**src/sv/smm_pkg.sv**
```systemverilog
package smm_pkg;
	localparam int STRIPE = 8;
	localparam int INNER = 64;
	localparam int ROW_W = 3;
	localparam int KW = 6;
	localparam int ADDR_W = 9;
	localparam int ACC_W = 40;
	localparam int QDEPTH = 4;
	localparam int QPTR_W = 2;

	typedef enum logic [1:0] {
		CMD_LOAD_A = 2'd0,
		CMD_LOAD_B = 2'd1,
		CMD_LOAD_MAP = 2'd2,
		CMD_START = 2'd3
	} cmd_t;

	localparam logic REG_INNER_LEN = 1'b0;
	localparam logic REG_STRIPE_LEN = 1'b1;

	// One classified request: a store write or a start.
	typedef struct packed {
		logic start;
		logic wr_a;
		logic wr_b;
		logic wr_map;
		logic [ADDR_W-1:0] addr;
		logic [15:0] value;
		logic [11:0] gcol;
	} op_t;

	typedef struct packed {
		logic [ROW_W-1:0] out_row;
		logic [11:0] out_column;
		logic signed [ACC_W-1:0] product_value;
		logic last;
	} res_t;
endpackage

```
**src/sv/smm_if.sv**
```systemverilog
interface smm_in_if;
	logic valid;
	logic ready;
	logic [1:0] command;
	logic [5:0] first_index;
	logic [5:0] second_index;
	logic signed [15:0] element_value;
	logic [11:0] global_column;
	modport source(output valid, command, first_index, second_index, element_value,
		global_column, input ready);
	modport sink(input valid, command, first_index, second_index, element_value,
		global_column, output ready);
endinterface


```
**src/sv/smm_front.sv**
```systemverilog
module smm_front (
	input logic clk,
	input logic arst_n,
	smm_in_if.sink in_ch,
	output smm_pkg::op_t op,
	output logic op_valid,
	input logic op_ready
);
	import smm_pkg::*;

	op_t q_mem [QDEPTH];
	logic [QPTR_W:0] wr_q, rd_q;
	logic full, push, pop;
	op_t cls;

	assign full = (wr_q[QPTR_W] != rd_q[QPTR_W]) && (wr_q[QPTR_W-1:0] == rd_q[QPTR_W-1:0]);
	assign in_ch.ready = !full;
	assign push = in_ch.valid && !full;
	assign op_valid = wr_q != rd_q;
	assign pop = op_valid && op_ready;
	assign op = q_mem[rd_q[QPTR_W-1:0]];

	always_comb begin
		cls = '0;
		cls.value = in_ch.element_value;
		cls.gcol = in_ch.global_column;
		unique case (cmd_t'(in_ch.command))
			CMD_LOAD_A: begin
				cls.wr_a = (in_ch.first_index < 6'(STRIPE));
				cls.addr = {in_ch.first_index[ROW_W-1:0], in_ch.second_index};
			end
			CMD_LOAD_B: begin
				cls.wr_b = (in_ch.second_index < 6'(STRIPE));
				cls.addr = {in_ch.first_index, in_ch.second_index[ROW_W-1:0]};
			end
			CMD_LOAD_MAP: begin
				cls.wr_map = (in_ch.first_index < 6'(STRIPE));
				cls.addr = ADDR_W'(in_ch.first_index[ROW_W-1:0]);
			end
			CMD_START: cls.start = 1'b1;
			default: cls = '0;
		endcase
	end

	always_ff @(posedge clk) begin
		if (push) q_mem[wr_q[QPTR_W-1:0]] <= cls;
	end

	always_ff @(posedge clk or negedge arst_n) begin
		if (!arst_n) begin
			wr_q <= '0;
			rd_q <= '0;
		end else begin
			if (push) wr_q <= wr_q + 1'b1;
			if (pop) rd_q <= rd_q + 1'b1;
		end
	end

	a_qcount: assert property (@(posedge clk) disable iff (!arst_n)
		(wr_q - rd_q) <= (QPTR_W+1)'(QDEPTH)) else $error("queue count overrun");
	a_nopush_full: assert property (@(posedge clk) disable iff (!arst_n)
		full |-> !push) else $error("push while full");
	a_popvalid: assert property (@(posedge clk) disable iff (!arst_n)
		pop |-> op_valid) else $error("pop from empty queue");
endmodule

```
**src/flat_wrapper.sv**
```systemverilog
// flat-port wrapper written by rule: the top's interface ports become plain ports
module smm_front_flat import smm_pkg::*;
  (clk, arst_n, op, op_valid, op_ready, in_ch_valid, in_ch_command, in_ch_first_index, in_ch_second_index, in_ch_element_value, in_ch_global_column, in_ch_ready);
  smm_in_if in_ch_i ();
  input logic clk;
  input logic arst_n;
  output smm_pkg::op_t op;
  output logic op_valid;
  input logic op_ready;
  input wire logic [$bits(in_ch_i.valid)-1:0] in_ch_valid;
  input wire logic [$bits(in_ch_i.command)-1:0] in_ch_command;
  input wire logic [$bits(in_ch_i.first_index)-1:0] in_ch_first_index;
  input wire logic [$bits(in_ch_i.second_index)-1:0] in_ch_second_index;
  input wire logic [$bits(in_ch_i.element_value)-1:0] in_ch_element_value;
  input wire logic [$bits(in_ch_i.global_column)-1:0] in_ch_global_column;
  output wire logic [$bits(in_ch_i.ready)-1:0] in_ch_ready;
  assign in_ch_i.valid = in_ch_valid;
  assign in_ch_i.command = in_ch_command;
  assign in_ch_i.first_index = in_ch_first_index;
  assign in_ch_i.second_index = in_ch_second_index;
  assign in_ch_i.element_value = in_ch_element_value;
  assign in_ch_i.global_column = in_ch_global_column;
  assign in_ch_ready = in_ch_i.ready;
  smm_front u_core (.clk(clk), .arst_n(arst_n), .in_ch(in_ch_i), .op(op), .op_valid(op_valid), .op_ready(op_ready));
endmodule
```
**config.mk**
```make
export PLATFORM = sky130hd
export DESIGN_NAME = smm_front_flat
export DESIGN_NICKNAME = d
export VERILOG_FILES = /design/src/sv/smm_pkg.sv /design/src/sv/smm_if.sv /design/src/sv/smm_front.sv /design/src/flat_wrapper.sv
export SDC_FILE = /design/constraint.sdc
export NUM_CORES = 1
export LEC_CHECK = 0
export BUFFER_PORTS_ARGS = -buffer_cell sky130_fd_sc_hd__buf_2
export CAP_MARGIN = 25
export CELL_PAD_IN_SITES_DETAIL_PLACEMENT = 0
export CELL_PAD_IN_SITES_GLOBAL_PLACEMENT = 2
export CORE_ASPECT_RATIO = 0.7
export CORE_MARGIN = 2
export CORE_UTILIZATION = 35
export DETAILED_ROUTE_END_ITERATION = 12
export PLACE_DENSITY_LB_ADDON = 0.12
export SLEW_MARGIN = 10
export SYNTH_ARGS = -nofsm -noshare
export SYNTH_HDL_FRONTEND = slang
export SYNTH_SLANG_ARGS = --single-unit
```
**constraint.sdc**
```tcl
create_clock -name clk -period 6.94 [get_ports clk]
set_clock_uncertainty 0.15 [all_clocks]
set_input_delay 0.347 -clock clk [delete_from_list [all_inputs] [get_ports clk]]
set_output_delay 0.347 -clock clk [all_outputs]
set_load 0.01 [all_outputs]
```
-- Word-level counts from Yosys, hierarchy flattened
Memories as Yosys holds them, arrays and structs flattened.
Index checks and enable logic that the tools add are counted.
- register bits: 6
- bits in writable memories: 164
- input bits: 46
- output and inout bits: 43
- word-level logic and storage cells: 25
- memories: 1
- $add $sub $neg: 2
- $lt $le $gt $ge: 2
- eq/ne operators: 6
- muxes and demuxes: 7
- reduce and logical (&&, ||, !) cells: 5
- memory list (name ; depth ; width ; rd ports ; clocked after Yosys merged registers in ; wr ports ; line ; RTL):
    u_core.q_mem ; 4 ; 41 ; 1 ; 0 ; 1 ; smm_front.sv:11 ; op_t q_mem [QDEPTH];
- operators by type and width (cell ; count):
    9-bit case mux with 3 select lines ; 1
    6-bit by 4-bit less-than comparator with 1-bit output, second input constant ; 2
    3-bit by 1-bit adder with 3-bit output, second input constant ; 2
    1-bit two-way mux ; 6
    2-bit equality test, second input constant ; 2
    1-bit logical AND ; 3
    3-bit inequality test ; 1
    2-bit by 1-bit equality test with 1-bit output, second input constant ; 1
    2-bit equality test ; 1
    2-bit logical NOT ; 1
    1-bit logical NOT ; 1
    1-bit inequality test ; 1

-- Longest topological paths before layout
- depth in word-level cells: 6
- mapped depth: 5
- depth with buffers taken out: 5

-- Worst setup path before layout
Ideal clock, no wire load.
- path type: flip-flop to flip-flop
- start: reg u_core.rd_q[0]
- end: mem u_core.q_mem[1][0] (netlist name) (enable)
- setup time: 403 ps
- arrival time: 1904 ps
- required time: 6387 ps
- setup slack: 4484 ps
- stages on the path, launching flop included: 5
- path buffers: 1
- clock period less this slack: 2456 ps
- path through: dfrtp_1 buf_6 xnor2_2 nand3_2 and3_1
- word-level cells in the longest chain between the ends: 6
- ends and longest elaborated chain (item ; line ; RTL):
    start: declaration ; smm_front.sv:12 ; logic [QPTR_W:0] wr_q, rd_q;
    start signal: assignment ; smm_front.sv:55 ; if (pop) rd_q <= rd_q + 1'b1;
    2-bit equality test ; smm_front.sv:16 ; assign full = (wr_q[QPTR_W] != rd_q[QPTR_W]) && (wr_q[QPTR_W-1:0] == rd_q[QPTR_W-1:0]);
    1-bit logical AND ; smm_front.sv:16 ;
    1-bit logical NOT ; -- ;
    via in_ch_ready ; flat_wrapper.sv:16 ; output wire logic [$bits(in_ch_i.ready)-1:0] in_ch_ready;
    1-bit logical AND ; smm_front.sv:18 ; assign push = in_ch.valid && !full;
    1-bit two-way mux ; smm_front.sv:46 ; if (push) q_mem[wr_q[QPTR_W-1:0]] <= cls;
    1-bit two-way mux (not written as such) ; smm_front.sv:46 ;
    end: declaration ; smm_front.sv:11 ;
The timed path passes the listed nets, and every way through them passes these cells.

-- Worst setup path after layout
- start: reg u_core.rd_q[0]
- end: mem u_core.q_mem[0][10] (netlist name) (enable)
- word-level cells in the longest chain between the ends: 6
- ends and longest elaborated chain (item ; line):
    2-bit equality test ; smm_front.sv:16
    1-bit logical AND ; smm_front.sv:16
    1-bit logical NOT ; smm_front.sv:18
    1-bit logical AND ; smm_front.sv:18
    1-bit two-way mux ; smm_front.sv:46
    1-bit two-way mux (not written as such) ; smm_front.sv:46
No other way between the ends.

==> results.md <==
- Seq/Total Area, Yosys: 77.0%
- Antenna violations before repair: 0
- Clock Tree Buf Depth: 2
- Ports: 89
- Die span in y: 119 um
- Endpoints failing setup: 0
- Final hold vios: 0
- Core Region: 0.0182 mm^2
- Worst min path class: in -> reg
- Area share of the largest cell type after synthesis: 74.7%
- Initial drt markers: 229
- Final min period: 2.92 ns
- Critical Path Sink: u_core.q_mem[0][10]
- Clk pin slew, worst setup/hold paths: 0.06 ns
- Fin Setup TNS: 0 ns
- RSZ-0062 raised after global routing: no
- CP endpoint kind: flop
- Synthesis-to-layout area growth: 23.2%
- Most frequent cells after synthesis: edfxtp_1 (164), mux4_2 (41), a21oi_1 (7)
- Final core utilization: 44.6%
- Total gr overflow: 0
- Starting Density: 36.2%
- Synth Area per Inst: 22.9 um^2
- Critical Path AT: 2.87 ns
- Worst-Margin Slew: 0.783 ns
- Global-route wire length before repair: 19,800 um
- Total vias in the final route: 3,198
- Avg WL per Cell: 19.8 um
- GP Congestion: 0.704
- Synthesized Nets: 339
- Fill cells: 1,578
- Total track usage: 13.7%
- CTS Sinks: 170
- Worst R2R End: u_core.q_mem[0][10]
- Nets: 466
- Synthesis warning total: 0
- Max cap viols: 0
- Share of cells above drive strength 1: 41.4%
- Critical path required time: 6.89 ns
- Critical Path Start: u_core.rd_q[0]
- Area contributors post-synth: edfxtp_1 (75%), mux4_2 (14%), dfrtp_1 (2.3%)
- Startpoint Class: flop
- Hold Crit Start: in_ch_global_column[3]
- Leakage Power: 0.00280 uW
- Final period utilization: 42.1%
- Async set or reset register ratio after synthesis: 3.53%
- Synthesized area: 0.00659 mm^2
- Register bit total from synthesis: 170
- Slew Viols, Final: 0
- Clk_lat worst skew: 0.42 ns
- CTS Buf Count: 17
- Worst VDD drop: 184 uV
- Synth Flop Type: edfxtp_1
- Die X: 168 um
- WS Path Type: reg -> reg
- Mapped Cells: 288
- ANT cells: 0
- Relative slew slack: 47.8%
- Vias in the first global route: 3,384
- Area leader, netlist: edfxtp_1
- Rows: 41
- TritonCTS clock tree: done
- Die ar.: 0.0200 mm^2
- Reg2reg start: u_core.rd_q[0]
- Status: finished clean
- CTS H-tree lvls: 4
- Post-synthesis cell type count: 32
- Worst-path fanout max: 30
- Most frequent cell after synthesis: edfxtp_1
- Number of flops mapped to enable cells by yosys: 164
- Avg Vias per Cell: 4.84
- DRT antenna net count: 0
- R2r setup slk: 4.02 ns
- Pin count of the biggest net entering global routing: 47
- Pwr dens: 415 mW/mm^2
- # port buffers: 88
- R2R depth: 5
- Routed WL: 13,100 um
- Root Driver: clkbuf_16
- HPWL after DPL: 7940 um
- DRT Pass-1 Iters: 4
- Drt drc: 0
- Fmax: 342 MHz
[registers in the layout (all words and copies together) (netlist names)]
register and count:
u_core.rd_q 3, u_core.q_mem 164, u_core.wr_q 3
[cells in the final DEF (no fill, tap or decap), types with 3 or more instances in the layout]
cell,instances
buf_4,5
inv_1,3
nor2b_1,4
xnor2_1,3
mux2_2,3
nor2_1,6
dfrtp_1,4
clkbuf_16,17
clkbuf_1,3
buf_2,88
a21oi_1,7
edfxtp_1,164
nand2b_1,3
dlygate4sd3_1,26
ha_1,5
o31ai_1,3
mux2i_1,3
mux4_2,41
and3_2,3
clkinv_2,4
[layout make-up]
class | instances | area (um^2) | area share, %
clock buffers | 20 | 437 | 5.38
clock inverters | 9 | 100 | 1.23
inverters | 3 | 11.3 | 0.139
multi-input cells | 103 | 1430 | 17.6
flip-flops and latches | 170 | 5080 | 62.5
well taps | 236 | 295 | 3.64
repair buffers | 120 | 766 | 9.43
[worst min-delay path by stage]
stage	to	slack (ns)	cells after the start
floorplan	u_core.rd_q[0]	-0.1	0
global placement	u_core.rd_q[0]	0.05	1
detailed placement	u_core.wr_q[0]	0.05	1
CTS	u_core.q_mem[1][3]	0.003	1
global route	u_core.q_mem[1][3]	0.01	1
finish	u_core.q_mem[1][3]	0.02	1
[report_power, final]
part / switching [uW] / leakage (uW) / internal [uW]
clock: 351 / 0.000263 / 520
sequential: 94.2 / 0.00158 / 1370
combinational: 565 / 0.000954 / 467
total: 1010 / 0.00280 / 2360
[metal layers]
| layer | GRT usage, % | vias to the layer above | share of wire (%) |
|---|---|---|---|
| li1 | - | 1453 | - |
| met1 | 19.5 | 1624 | 48 |
| met2 | 19.9 | 104 | 44 |
| met3 | 3.92 | 17 | 6.4 |
| met4 | 5.65 | 0 | 1.3 |
| met5 | 0 | - | 0 |
[worst max-delay path: stages (launching register included)]
cell and delay [ns]:
dfrtp_4 0.66, buf_16 0.30, xnor2_2 0.19, nand3_2 0.14
and3_2 0.72, buf_4 0.40
[cells by family (layout without fill, tap and decap cells)]
group | after synthesis | count (layout) | share of synthesized area (%)
fa+ha+maj | 5 | 5 | 0.949
simple gates | 26 | 26 | 2.16
buf+inv | 15 | 152 | 1.31
compound gates | 16 | 16 | 1.94
xor+xnor | 9 | 9 | 1.65
mux | 47 | 47 | 15.0
flops | 170 | 170 | 77.0
[what timing repair did]
action                                 4_1_cts  5_1_grt
gates resized for setup                      0        0
hold buffers                                26        0
buffers inserted                             0        0
endpoints found under the hold margin      106        0
[metrics by stage]
step | power, uW | cell area (um^2) | cells | hold WS (ns) | setup WS [ns]
3_3_place_gp | 2520 | 7300 | 605 | 0.0514 | 3.72
5_1_grt | 3550 | 8120 | 661 | 0.0125 | 3.80
2_1_floorplan | 2150 | 6590 | 288 | -0.0986 | 4.48
3_5_place_dp | 2520 | 7300 | 605 | 0.0545 | 3.68
6_report | 3370 | 8120 | 661 | 0.0229 | 4.02
4_1_cts | 3410 | 8090 | 660 | 0.00295 | 3.66
(Power assumes the default switching activity.)
